--- src/rtl/irpdt_pkg.sv ---
// ----------------------------------------------------------------------------
// irpdt_pkg
// Shared types and constants of the infrared pulse-distance transmitter.
// ----------------------------------------------------------------------------
`default_nettype none

package irpdt_pkg;

   localparam int TIME_W     = 16;
   localparam int DATA_W     = 8;
   localparam int CSR_IDX_W  = 3;
   localparam int QUEUE_DEPTH = 4;
   localparam int QUEUE_AW   = $clog2(QUEUE_DEPTH);

   // Register indexes of the configuration port.
   localparam logic [CSR_IDX_W-1:0] CSR_LEADER_MARK  = 3'd0;
   localparam logic [CSR_IDX_W-1:0] CSR_LEADER_SPACE = 3'd1;
   localparam logic [CSR_IDX_W-1:0] CSR_BIT_MARK     = 3'd2;
   localparam logic [CSR_IDX_W-1:0] CSR_ZERO_SPACE   = 3'd3;
   localparam logic [CSR_IDX_W-1:0] CSR_ONE_SPACE    = 3'd4;

   // Register values after reset.
   localparam logic [TIME_W-1:0] RST_LEADER_MARK  = 16'd1363;
   localparam logic [TIME_W-1:0] RST_LEADER_SPACE = 16'd691;
   localparam logic [TIME_W-1:0] RST_BIT_MARK     = 16'd85;
   localparam logic [TIME_W-1:0] RST_ZERO_SPACE   = 16'd85;
   localparam logic [TIME_W-1:0] RST_ONE_SPACE    = 16'd236;

   // Hold time of the idle segment at the end of a frame.
   localparam logic [TIME_W-1:0] IDLE_TIME = '0;

   typedef struct packed {
      logic [DATA_W-1:0] data_byte;
      logic              byte_present;
      logic              frame_start;
      logic              frame_end;
   } req_type;

   typedef struct packed {
      logic              line_level;
      logic [TIME_W-1:0] segment_time;
      logic              run_last;
   } rsp_type;

   typedef struct packed {
      logic [TIME_W-1:0] leader_mark_time;
      logic [TIME_W-1:0] leader_space_time;
      logic [TIME_W-1:0] bit_mark_time;
      logic [TIME_W-1:0] zero_space_time;
      logic [TIME_W-1:0] one_space_time;
   } cfg_type;

   // Handshake between the command queue and its neighbors.
   typedef struct packed {
      logic push;
      logic pop;
   } q_ctl_type;

   typedef struct packed {
      logic full;
      logic empty;
   } q_stat_type;

   typedef enum logic [3:0] {
      PH_IDLE   = 4'b0001,
      PH_LEADER = 4'b0010,
      PH_BITS   = 4'b0100,
      PH_STOP   = 4'b1000
   } phase_type;

endpackage

`default_nettype wire

--- src/rtl/irpdt_front.sv ---
// ----------------------------------------------------------------------------
// irpdt_front
// Input stage: registers accepted items and drops those that ask for nothing.
// ----------------------------------------------------------------------------
`default_nettype none

module irpdt_front (
   input  wire                       clock,
   input  wire                       reset,
   input  wire                       req_push,
   output logic                      req_full,
   input  irpdt_pkg::req_type        req_data,
   input  irpdt_pkg::q_stat_type     q_stat,
   output logic                      q_push,
   output irpdt_pkg::req_type        cmd_out
);
   import irpdt_pkg::*;

   logic    valid_ff, valid_in;
   req_type cmd_ff, cmd_in;
   logic    accept;
   logic    has_work;

   assign q_push   = valid_ff && !q_stat.full;
   assign req_full = valid_ff && q_stat.full;
   assign accept   = req_push && !req_full;
   assign cmd_out  = cmd_ff;

   // An item with no flag set causes no segment, so it never enters the queue.
   assign has_work = req_data.frame_start || req_data.byte_present || req_data.frame_end;

   always_comb begin
      valid_in = valid_ff && !q_push;
      cmd_in   = cmd_ff;
      if (accept && has_work) begin
         valid_in = 1'b1;
         cmd_in   = req_data;
      end
   end

   always_ff @(posedge clock) begin
      if (reset) begin
         valid_ff <= 1'b0;
      end else begin
         valid_ff <= valid_in;
      end
      cmd_ff <= cmd_in;
   end

   a_front_has_work: assert property (@(posedge clock) disable iff (reset)
      valid_ff |-> (cmd_ff.frame_start || cmd_ff.byte_present || cmd_ff.frame_end))
      else $error("front holds an item that asks for no segment");

endmodule

`default_nettype wire

--- src/rtl/irpdt_queue.sv ---
// ----------------------------------------------------------------------------
// irpdt_queue
// Short command queue between the input stage and the segment sequencer.
// ----------------------------------------------------------------------------
`default_nettype none

module irpdt_queue (
   input  wire                       clock,
   input  wire                       reset,
   input  irpdt_pkg::q_ctl_type      q_ctl,
   output irpdt_pkg::q_stat_type     q_stat,
   input  irpdt_pkg::req_type        wr_cmd,
   output irpdt_pkg::req_type        rd_cmd
);
   import irpdt_pkg::*;

   req_type               entry_ff [QUEUE_DEPTH];
   logic [QUEUE_AW-1:0]   wr_ptr_ff, wr_ptr_in;
   logic [QUEUE_AW-1:0]   rd_ptr_ff, rd_ptr_in;
   logic [QUEUE_AW:0]     count_ff, count_in;
   logic                  do_push, do_pop;

   assign q_stat.full  = (count_ff == (QUEUE_AW+1)'(QUEUE_DEPTH));
   assign q_stat.empty = (count_ff == '0);
   assign do_push      = q_ctl.push && !q_stat.full;
   assign do_pop       = q_ctl.pop && !q_stat.empty;
   assign rd_cmd       = entry_ff[rd_ptr_ff];

   always_comb begin
      wr_ptr_in = do_push ? wr_ptr_ff + 1'b1 : wr_ptr_ff;
      rd_ptr_in = do_pop ? rd_ptr_ff + 1'b1 : rd_ptr_ff;
      count_in  = count_ff;
      if (do_push && !do_pop) begin
         count_in = count_ff + 1'b1;
      end else if (do_pop && !do_push) begin
         count_in = count_ff - 1'b1;
      end
   end

   always_ff @(posedge clock) begin
      if (reset) begin
         wr_ptr_ff <= '0;
         rd_ptr_ff <= '0;
         count_ff  <= '0;
      end else begin
         wr_ptr_ff <= wr_ptr_in;
         rd_ptr_ff <= rd_ptr_in;
         count_ff  <= count_in;
      end
      if (do_push) begin
         entry_ff[wr_ptr_ff] <= wr_cmd;
      end
   end

   a_queue_count: assert property (@(posedge clock) disable iff (reset)
      count_ff <= (QUEUE_AW+1)'(QUEUE_DEPTH))
      else $error("command queue count beyond its depth");

endmodule

`default_nettype wire

--- src/rtl/irpdt_back.sv ---
// ----------------------------------------------------------------------------
// irpdt_back
// Segment sequencer: walks leader, data bits and stop of one command and
// emits one line segment per cycle into the result register while that register is empty or being read.
// ----------------------------------------------------------------------------
`default_nettype none

module irpdt_back (
   input  wire                       clock,
   input  wire                       reset,
   input  irpdt_pkg::cfg_type        cfg,
   input  irpdt_pkg::q_stat_type     q_stat,
   output logic                      q_pop,
   input  irpdt_pkg::req_type        q_cmd,
   output logic                      rsp_empty,
   input  wire                       rsp_pop,
   output irpdt_pkg::rsp_type        rsp_data
);
   import irpdt_pkg::*;

   phase_type phase_ff, phase_in;
   logic [3:0] cnt_ff, cnt_in;
   req_type   cmd_ff, cmd_in;
   rsp_type   out_ff, out_in;
   logic      out_valid_ff, out_valid_in;
   logic      emit, seg_last, load;
   rsp_type   seg;
   phase_type first_phase;
   logic [DATA_W-1:0] data_bits;

   assign data_bits = cmd_ff.data_byte;

   // Segment for the current phase and count; even counts are marks.
   always_comb begin
      seg.line_level   = !cnt_ff[0];
      seg.segment_time = cfg.bit_mark_time;
      seg_last         = 1'b0;
      case (phase_ff)
         PH_LEADER: begin
            seg.segment_time = cnt_ff[0] ? cfg.leader_space_time : cfg.leader_mark_time;
            seg_last = cnt_ff[0] && !cmd_ff.byte_present && !cmd_ff.frame_end;
         end
         PH_BITS: begin
            if (cnt_ff[0]) begin
               seg.segment_time = data_bits[cnt_ff[3:1]] ? cfg.one_space_time
                                                         : cfg.zero_space_time;
            end
            seg_last = (cnt_ff == 4'd15) && !cmd_ff.frame_end;
         end
         PH_STOP: begin
            if (cnt_ff[0]) begin
               seg.segment_time = IDLE_TIME;
            end
            seg_last = cnt_ff[0];
         end
         default: begin
            seg_last = 1'b0;
         end
      endcase
      seg.run_last = seg_last;
   end

   always_comb begin
      if (q_cmd.frame_start) begin
         first_phase = PH_LEADER;
      end else if (q_cmd.byte_present) begin
         first_phase = PH_BITS;
      end else begin
         first_phase = PH_STOP;
      end
   end

   assign emit  = (phase_ff != PH_IDLE) && (!out_valid_ff || rsp_pop);
   assign load  = !q_stat.empty && ((phase_ff == PH_IDLE) || (emit && seg_last));
   assign q_pop = load;

   always_comb begin
      phase_in = phase_ff;
      cnt_in   = cnt_ff;
      cmd_in   = cmd_ff;
      if (load) begin
         phase_in = first_phase;
         cnt_in   = '0;
         cmd_in   = q_cmd;
      end else if (emit && seg_last) begin
         phase_in = PH_IDLE;
         cnt_in   = '0;
      end else if (emit) begin
         cnt_in = cnt_ff + 1'b1;
         if (phase_ff == PH_LEADER && cnt_ff[0]) begin
            phase_in = cmd_ff.byte_present ? PH_BITS : PH_STOP;
            cnt_in   = '0;
         end else if (phase_ff == PH_BITS && cnt_ff == 4'd15) begin
            phase_in = PH_STOP;
            cnt_in   = '0;
         end
      end
   end

   always_comb begin
      out_valid_in = emit || (out_valid_ff && !rsp_pop);
      out_in       = emit ? seg : out_ff;
   end

   assign rsp_empty = !out_valid_ff;
   assign rsp_data  = out_ff;

   always_ff @(posedge clock) begin
      if (reset) begin
         phase_ff     <= PH_IDLE;
         cnt_ff       <= '0;
         out_valid_ff <= 1'b0;
      end else begin
         phase_ff     <= phase_in;
         cnt_ff       <= cnt_in;
         out_valid_ff <= out_valid_in;
      end
      cmd_ff <= cmd_in;
      out_ff <= out_in;
   end

   a_back_bits_present: assert property (@(posedge clock) disable iff (reset)
      (phase_ff == PH_BITS) |-> cmd_ff.byte_present)
      else $error("bit phase entered for a command without a byte");

   a_back_no_overwrite: assert property (@(posedge clock) disable iff (reset)
      (out_valid_ff && !rsp_pop) |-> !emit)
      else $error("waiting result overwritten");

   a_back_idle_after_last: assert property (@(posedge clock) disable iff (reset)
      (emit && seg_last && q_stat.empty) |=> (phase_ff == PH_IDLE))
      else $error("sequencer did not go idle after the last segment");

endmodule

`default_nettype wire

--- src/rtl/ir_pulse_distance_transmitter_top.sv ---
// Path: an accepted item passes the input register, the command queue and the
// sequencer before its first segment is registered in the result register.
// Throughput: one segment per cycle while the reader keeps up; an item causes
// 2 to 20 segments, all from the single sequencer, and items follow back to back.
// Reset: synchronous, active high; empties all stages and restores the registers.
// ----------------------------------------------------------------------------
// ir_pulse_distance_transmitter_top
// Turns frame bytes into pulse-distance line segments with programmable times.
// ----------------------------------------------------------------------------
`default_nettype none

module ir_pulse_distance_transmitter_top (
   input  wire                                   clock,
   input  wire                                   reset,
   input  wire                                   req_push,
   output logic                                  req_full,
   input  irpdt_pkg::req_type                    req_data,
   output logic                                  rsp_empty,
   input  wire                                   rsp_pop,
   output irpdt_pkg::rsp_type                    rsp_data,
   input  wire                                   csr_write_en,
   input  wire  [irpdt_pkg::CSR_IDX_W-1:0]       csr_index,
   input  wire  [irpdt_pkg::TIME_W-1:0]          csr_wdata
);
   import irpdt_pkg::*;

   cfg_type    cfg_ff, cfg_in;
   q_ctl_type  q_ctl;
   q_stat_type q_stat;
   req_type    front_cmd, queue_cmd;
   logic       q_push, q_pop;

   always_comb begin
      cfg_in = cfg_ff;
      if (csr_write_en) begin
         case (csr_index)
            CSR_LEADER_MARK:  cfg_in.leader_mark_time  = csr_wdata;
            CSR_LEADER_SPACE: cfg_in.leader_space_time = csr_wdata;
            CSR_BIT_MARK:     cfg_in.bit_mark_time     = csr_wdata;
            CSR_ZERO_SPACE:   cfg_in.zero_space_time   = csr_wdata;
            CSR_ONE_SPACE:    cfg_in.one_space_time    = csr_wdata;
            default:          cfg_in = cfg_ff;
         endcase
      end
   end

   always_ff @(posedge clock) begin
      if (reset) begin
         cfg_ff.leader_mark_time  <= RST_LEADER_MARK;
         cfg_ff.leader_space_time <= RST_LEADER_SPACE;
         cfg_ff.bit_mark_time     <= RST_BIT_MARK;
         cfg_ff.zero_space_time   <= RST_ZERO_SPACE;
         cfg_ff.one_space_time    <= RST_ONE_SPACE;
      end else begin
         cfg_ff <= cfg_in;
      end
   end

   assign q_ctl.push = q_push;
   assign q_ctl.pop  = q_pop;

   irpdt_front u_front (
      .clock    (clock),
      .reset    (reset),
      .req_push (req_push),
      .req_full (req_full),
      .req_data (req_data),
      .q_stat   (q_stat),
      .q_push   (q_push),
      .cmd_out  (front_cmd)
   );

   irpdt_queue u_queue (
      .clock  (clock),
      .reset  (reset),
      .q_ctl  (q_ctl),
      .q_stat (q_stat),
      .wr_cmd (front_cmd),
      .rd_cmd (queue_cmd)
   );

   irpdt_back u_back (
      .clock     (clock),
      .reset     (reset),
      .cfg       (cfg_ff),
      .q_stat    (q_stat),
      .q_pop     (q_pop),
      .q_cmd     (queue_cmd),
      .rsp_empty (rsp_empty),
      .rsp_pop   (rsp_pop),
      .rsp_data  (rsp_data)
   );

endmodule

`default_nettype wire

--- config.mk ---
export PLATFORM = sky130hd
export DESIGN_NAME = ir_pulse_distance_transmitter_top
export DESIGN_NICKNAME = d
export VERILOG_FILES = /design/src/rtl/irpdt_pkg.sv /design/src/rtl/irpdt_front.sv /design/src/rtl/irpdt_queue.sv /design/src/rtl/irpdt_back.sv /design/src/rtl/ir_pulse_distance_transmitter_top.sv
export SDC_FILE = /design/constraint.sdc
export NUM_CORES = 1
export LEC_CHECK = 0
export ABC_AREA = 0
export BUFFER_PORTS_ARGS = -buffer_cell sky130_fd_sc_hd__buf_2
export CORE_ASPECT_RATIO = 0.8
export CORE_MARGIN = 2
export CORE_UTILIZATION = 30
export CTS_BUF_LIST = sky130_fd_sc_hd__clkbuf_4 sky130_fd_sc_hd__clkbuf_8
export CTS_CLUSTER_DIAMETER = 30
export DETAILED_ROUTE_END_ITERATION = 10
export PLACE_DENSITY_LB_ADDON = 0.1
export SLEW_MARGIN = 10
export SYNTH_ARGS = -nofsm -noshare
export SYNTH_HDL_FRONTEND = slang
export SYNTH_SLANG_ARGS = --single-unit
--- constraint.sdc ---
create_clock -name clock -period 3.8 [get_ports clock]
set_clock_uncertainty 0.1 [all_clocks]
set_input_delay 0.76 -clock clock [delete_from_list [all_inputs] [get_ports clock]]
set_output_delay 0.76 -clock clock [all_outputs]
set_load 0.005 [all_outputs]
Yosys cells after proc, flatten, opt, wreduce, memory -nomap -nowiden
Memory sizes are Yosys's and may differ from the RTL's. A register that Yosys moved wholly into a read port is not among the register bits. Cells that the tools add are included.

Flip-flop bits (word level): 136. Memory bits (writable): 44. Input port bits: 35. Output and inout bits: 20. Word-level logic and storage cells: 111. Memories: 1.

Add/sub/neg operators: 5. Magnitude comparators: 1. Eq/ne operators: 11. Mux-type cells: 25. Reductions and logical operators: 46.

Memories: u_queue.entry_ff (depth 4, bits a word 11, rd ports 1, clocked after Yosys merged registers in 1, write ports 1, line irpdt_queue.sv:17) `req_type entry_ff [QUEUE_DEPTH];`.

Operator list (number): $mux W16 (4); $pmux W16 S3 (1); $mux W4 (10); $logic_and A1 B1 Y1 (18); $reduce_and A2 Y1 (6); $logic_not A1 Y1 (11); $eq A4 B4 Y1 const B (2); $eq A3 B2 Y1 const B (2); $eq A3 B3 Y1 const B (2); $logic_not A3 Y1 (2); $mux W3 (2); $logic_or A1 B1 Y1 (5); $add A2 B1 Y2 const B (2); $add A4 B1 Y4 const B (1); $eq A4 B1 Y1 const B (1); $eq A4 B2 Y1 const B (1); $eq A4 B3 Y1 const B (1); $lt A3 B4 Y1 const B (1); $mux W1 (4); $mux W2 (2); $ne A4 B1 Y1 const B (1); $reduce_bool A4 Y1 (1); $add A3 B1 Y3 const B (1); $bmux W1 S3 (1); 6 further kinds (6).

Logic depth before layout (Yosys ltp)
Depth after elaboration: 11. Gate-level depth with buffers: 13. Gate-level depth less buffers: 11.

By module
Synthesis repeated with hierarchy kept, for this count alone.

Cells, all modules: 594. Area, all modules: 7707.4 um^2.

Modules (own cells, without submodules): ir_pulse_distance_transmitter_top (times used 1, cells an instance 298, area an instance 3181.8 um^2, seq. area each 1601.5 um^2); irpdt_back (times used 1, cells an instance 173, area an instance 2084.5 um^2, seq. area each 1021.0 um^2); irpdt_queue (times used 1, cells an instance 105, area an instance 2055.7 um^2, seq. area each 1501.4 um^2); irpdt_front (times used 1, cells an instance 18, area an instance 385.4 um^2, seq. area each 350.3 um^2).

Worst setup path before layout
Ideal clock, no wire load.

Path type: input to register. Start: in rsp_pop. End: reg u_queue.count_ff[2]. Library setup time: 70 ps. Arrival: 3009 ps. Required time: 3630 ps. Setup slack: 620 ps. Stages: 12. Buffers on the path: 1. Path through: nand2b_1 > nand2_4 > inv_2 > and3_4 > buf_6 > o21ai_0 > ha_1 > inv_1 > fa_1 > xor2_1 > or3_1 > a21oi_1.

Cells in the longest elaborated chain, start to end: 9. Elaborated cells between the ends (all ways): 11. Classes of those cells: 1 x mux; 10 x reduce/logical.

RTL lines: start, declared (line ir_pulse_distance_transmitter_top.sv:19) `input wire rsp_pop,`; $logic_or A1 B1 Y1 * (line irpdt_back.sv:73) `assign emit = (phase_ff != PH_IDLE) && (!out_valid_ff || rsp_pop);`; $logic_and A1 B1 Y1 * (line irpdt_back.sv:73); net u_back.emit (line irpdt_back.sv:26) `logic emit, seg_last, load;`; $logic_and A1 B1 Y1 * (line irpdt_back.sv:74) `assign load = !q_stat.empty && ((phase_ff == PH_IDLE) || (emit && seg_last));`; $logic_or A1 B1 Y1 * (line irpdt_back.sv:74); $logic_and A1 B1 Y1 * (line irpdt_back.sv:74); $logic_and A1 B1 Y1 * (line irpdt_queue.sv:26) `assign do_pop = q_ctl.pop && !q_stat.empty;`; $logic_not A1 Y1 (line irpdt_queue.sv:33) `if (do_push && !do_pop) begin`; $logic_and A1 B1 Y1 (line irpdt_queue.sv:33); $mux W3 or $reduce_bool A2 Y1 (tied branches); end signal, assigned (line irpdt_queue.sv:48) `count_ff <= count_in;`; end, declared (line irpdt_queue.sv:20) `logic [QUEUE_AW:0] count_ff, count_in;`.

Mark *: on every way through the listed nets, which the timed path passes. The rest lies on a longest branch. A chain may end at the register's enable or synchronous reset.

Worst setup path after layout
Start: reg u_back.phase_ff[2]. End: reg u_queue.count_ff[2].

Cells in the longest elaborated chain, start to end: 9. Elaborated cells between the ends (all ways): 16. Classes of those cells: 5 x eq/ne; 2 x mux; 9 x reduce/logical.

RTL lines: start, declared (line irpdt_back.sv:21) `phase_type phase_ff, phase_in;`; start signal, assigned (line irpdt_back.sv:114) `phase_ff <= phase_in;`; $eq A4 B4 Y1 (tied with other cells) (line irpdt_back.sv:38) `case (phase_ff)`; $pmux W1 S3 or $logic_and A1 B1 Y1 (tied branches) (line irpdt_back.sv:38, irpdt_back.sv:73); $logic_and A1 B1 Y1 (line irpdt_back.sv:74); $logic_or A1 B1 Y1 * (line irpdt_back.sv:74); $logic_and A1 B1 Y1 * (line irpdt_back.sv:74); $logic_and A1 B1 Y1 * (line irpdt_queue.sv:26); $logic_not A1 Y1 (line irpdt_queue.sv:33); $logic_and A1 B1 Y1 (line irpdt_queue.sv:33); $mux W3 or $reduce_bool A2 Y1 (tied branches).

Mark *: on every way between the ends. The rest lies on a longest branch, timed or not.

==> run metrics <==
sequential element share of the synthesized area 0.609; measured slew at the worst slew-check pin 1.08 ns; Initial Util 0.304; RSZ-0062 raised after global routing no; Layout area overhead 13.2%; Int Power between 0.003 and 0.004 W; syn nets 711; Hold Path Class reg2reg; Warnings, synthesis 0; reg2reg start u_back.phase_ff[2]$_SDFFE_PP0P_; largest net degree at the start of global routing 81; Final Net Count ~750; arrival time worst endpoint roughly 3.7 ns; r2r setup slk just under 0.4 ns; Die Wd 179 µm; Synth Instances about 670; reg2reg path depth 10; final setup vio count 0; clk root buf clkbuf_8; clock sink count about 180; Setup CP Type reg2reg; Comb pwr share 0.212; commonest non-fill, non-tap cell in the layout nand2_1; # H-tree levels 4; synthesized area per cell 11.0 µm²; DRT antenna net count 0; Final Power 0.00493 W; Static Leak approximately 2.9 nW; # hold bufs at CTS 0; maxcap violations 0; Switching Fraction 0.324; post-CTS setup buffers 0; Core ar. around 24000 µm²; vias in the first global route 5111; I/O pin cnt 55; Async S/R FF share, synth 0; CP endpoint kind flop; post-cts resize count 0; CTS max path bufs 2; Worst-path clk slew approximately 0.10 ns; Max Fanout on Critical Path 8; drt first-iter violations roughly 410; Sw Pwr between 0.0015 and 0.002 W; Slew Limit Fails 0; WL per Instance around 19 µm; number of buffers created by CTS 17; Die Ht 144 µm; number of synthesized flops with an enable pin between 80 and 90; #FFs+latches synth 182; CP cell instances nor4b_2 -> mux2_2 -> and3_4 -> o21ai_0 -> ha_1 -> inv_1 -> fa_1 -> xor2_1 -> or3_1 -> a21oi_1; initial antenna violation count 0; synthesized area around 7400 µm²; DP HPWL between 10000 and 15000 µm; most common flop cell mapped by yosys dfxtp_1; Fin. Hold Viols 0; fin crit share 0.897; GP Congestion 0.773; FMAX just under 0.3 GHz; Routed WL 19600 µm; VDD IR max between 200 and 250 µV; CP Launch Type flop; worst setup path endpoint u_queue.count_ff[2]$_SDFFE_PP0P_; via count about 5300; Cell variety after synth 52; ANT cells 0; Std-Cell Rows 51; first-pass GRT wire length 30000 µm; Power Density between 500 and 600 nW/µm²; layout cell share with drive strength beyond 1 0.173; Critical path origin u_back.phase_ff[2]$_SDFFE_PP0P_; die area 25800 µm²; WP data required 4.09 ns; Non-Filler Instances around 1000; status finished, final reports clean; Worst slew margin 0.280; worst flop-to-flop path endpoint u_queue.count_ff[2]$_SDFFE_PP0P_; Clock power frac 0.273; final worst path period need about 3.4 ns; DR vias/cell roughly 5; Skew-Pair Late Insertion Delay 0.46 ns; commonest cells after routing, fill and taps aside 171 x nand2_1, 99 x dfxtp_1, 83 x edfxtp_1; CP peak stage delay ~0.50 ns; sequential share of power 0.514; Post-route DRC 0; Slowest-stage cell, CP dfxtp_1; TritonCTS clock tree built; total gr overflow 0; setup TNS 0 ns; drt pass-1 iters 5; IO Port Bufs 54; Post-Place Cells 1004; Total GRT Usage 0.158
-- routing by layer --
metal | up-vias | wire (µm) | part of all wire | GRT usage
met5 | - | 0 | 0 | 0
met4 | 0 | 126 | 0.0064 | 0.0312
met3 | 9 | 1080 | 0.055 | 0.0410
met2 | 133 | 8910 | 0.45 | 0.247
met1 | 2626 | 9500 | 0.48 | 0.222
li1 | 2492 | - | - | -
-- state kept, by name (all words and copies together) (netlist names), named ones only --
register	cells
cfg_ff	80
u_back.cmd_ff	2
u_back.cnt_ff	4
u_back.data_bits	8
u_back.out_valid_ff	1
u_back.phase_ff	4
u_back.rsp_data	18
u_front.cmd_out	11
u_front.valid_ff	1
u_queue.count_ff	3
u_queue.entry_ff	44
u_queue.rd_ptr_ff	2
u_queue.wr_ptr_ff	2
-- synth_stat cells (9+ instances only) --
cell type	number	area share
a21oi_1	63	0.043
a221o_1	16	0.022
a22oi_1	17	0.017
a32oi_1	17	0.020
clkbuf_1	34	0.017
dfxtp_1	99	0.27
edfxtp_1	83	0.34
inv_1	9	0.0046
mux4_2	13	0.040
nand2_1	171	0.087
nand3b_1	25	0.026
nor2_1	16	0.0082
o21ai_0	23	0.016
-- how the worst min path moves through the flow --
stage                            start  slack, ns                           end  cells past startpoint
2_1_floorplan  cfg_ff[66]$_SDFFE_PP0P_       0.34       cfg_ff[66]$_SDFFE_PP0P_                      2
3_3_place_gp   cfg_ff[75]$_SDFFE_PP0P_       0.34       cfg_ff[75]$_SDFFE_PP0P_                      2
3_5_place_dp   cfg_ff[73]$_SDFFE_PP0P_       0.35       cfg_ff[73]$_SDFFE_PP0P_                      2
4_1_cts                    req_data[8]       0.33  u_front.cmd_out[8]$_DFFE_PP_                      1
5_1_grt                    req_data[8]       0.32  u_front.cmd_out[8]$_DFFE_PP_                      1
6_report       cfg_ff[78]$_SDFFE_PP0P_       0.36       cfg_ff[78]$_SDFFE_PP0P_                      2
-- kinds of logic after synthesis --
kind of cell / after synthesis / synth area share
multiplexers: 18 / 0.0470
buffers and inverters: 54 / 0.0305
adder cells (fa/ha/maj): 7 / 0.0129
AND/OR/NAND/NOR: 252 / 0.159
flip-flops: 182 / 0.609
XOR/XNOR: 6 / 0.00715
AO/OA/AOI/OAI: 150 / 0.134
-- power groups by stage --
stage | clock network (W) | registers (W) | logic [W]
CTS | 0.00138 | 0.00254 | 0.00106
floorplan | 0 | 0.00251 | 0.000669
detailed placement | 0 | 0.00258 | 0.00106
finish | 0.00135 | 0.00253 | 0.00105
global route | 0.00147 | 0.00257 | 0.00116
global placement | 0 | 0.00258 | 0.00105
-- metrics by stage --
stage / hold WS (ns) / worst slack [ns] / utilization / area (µm²)
CTS: 0.335 / 0.392 / 0.344 / 8320
finish: 0.358 / 0.391 / 0.344 / 8320
floorplan: 0.336 / 0.620 / - / 7350
global route: 0.323 / 0.141 / 0.344 / 8320
global placement: 0.340 / 0.532 / 0.327 / 7900
detailed placement: 0.348 / 0.403 / 0.327 / 7900
-- worst max-delay path: cells and delay by family, from the launching register on --
| family | cells | cell delay (ns) |
|---|---|---|
| AOI/OAI and AO/OA | 2 | 0.46 |
| xor gates and xnor gates | 1 | 0.18 |
| adders and majority gates | 2 | 0.67 |
| buffers and inverters | 1 | 0.07 |
| DFF | 1 | 0.50 |
| muxes | 1 | 0.43 |
| and+or+nand+nor | 3 | 0.94 |
-- area by class of cell --
cell class	instances	area [µm²]
Inverter	10	37.5
Timing Repair Buffer	61	323
Clock buffer	17	234
Clock inverter	15	181
Multi-Input combinational cell	433	2670
Sequential cell	182	4470
Tap cell	318	398
Fill cell	2425	15900
Note: power is estimated with default switching activity, not from simulation.
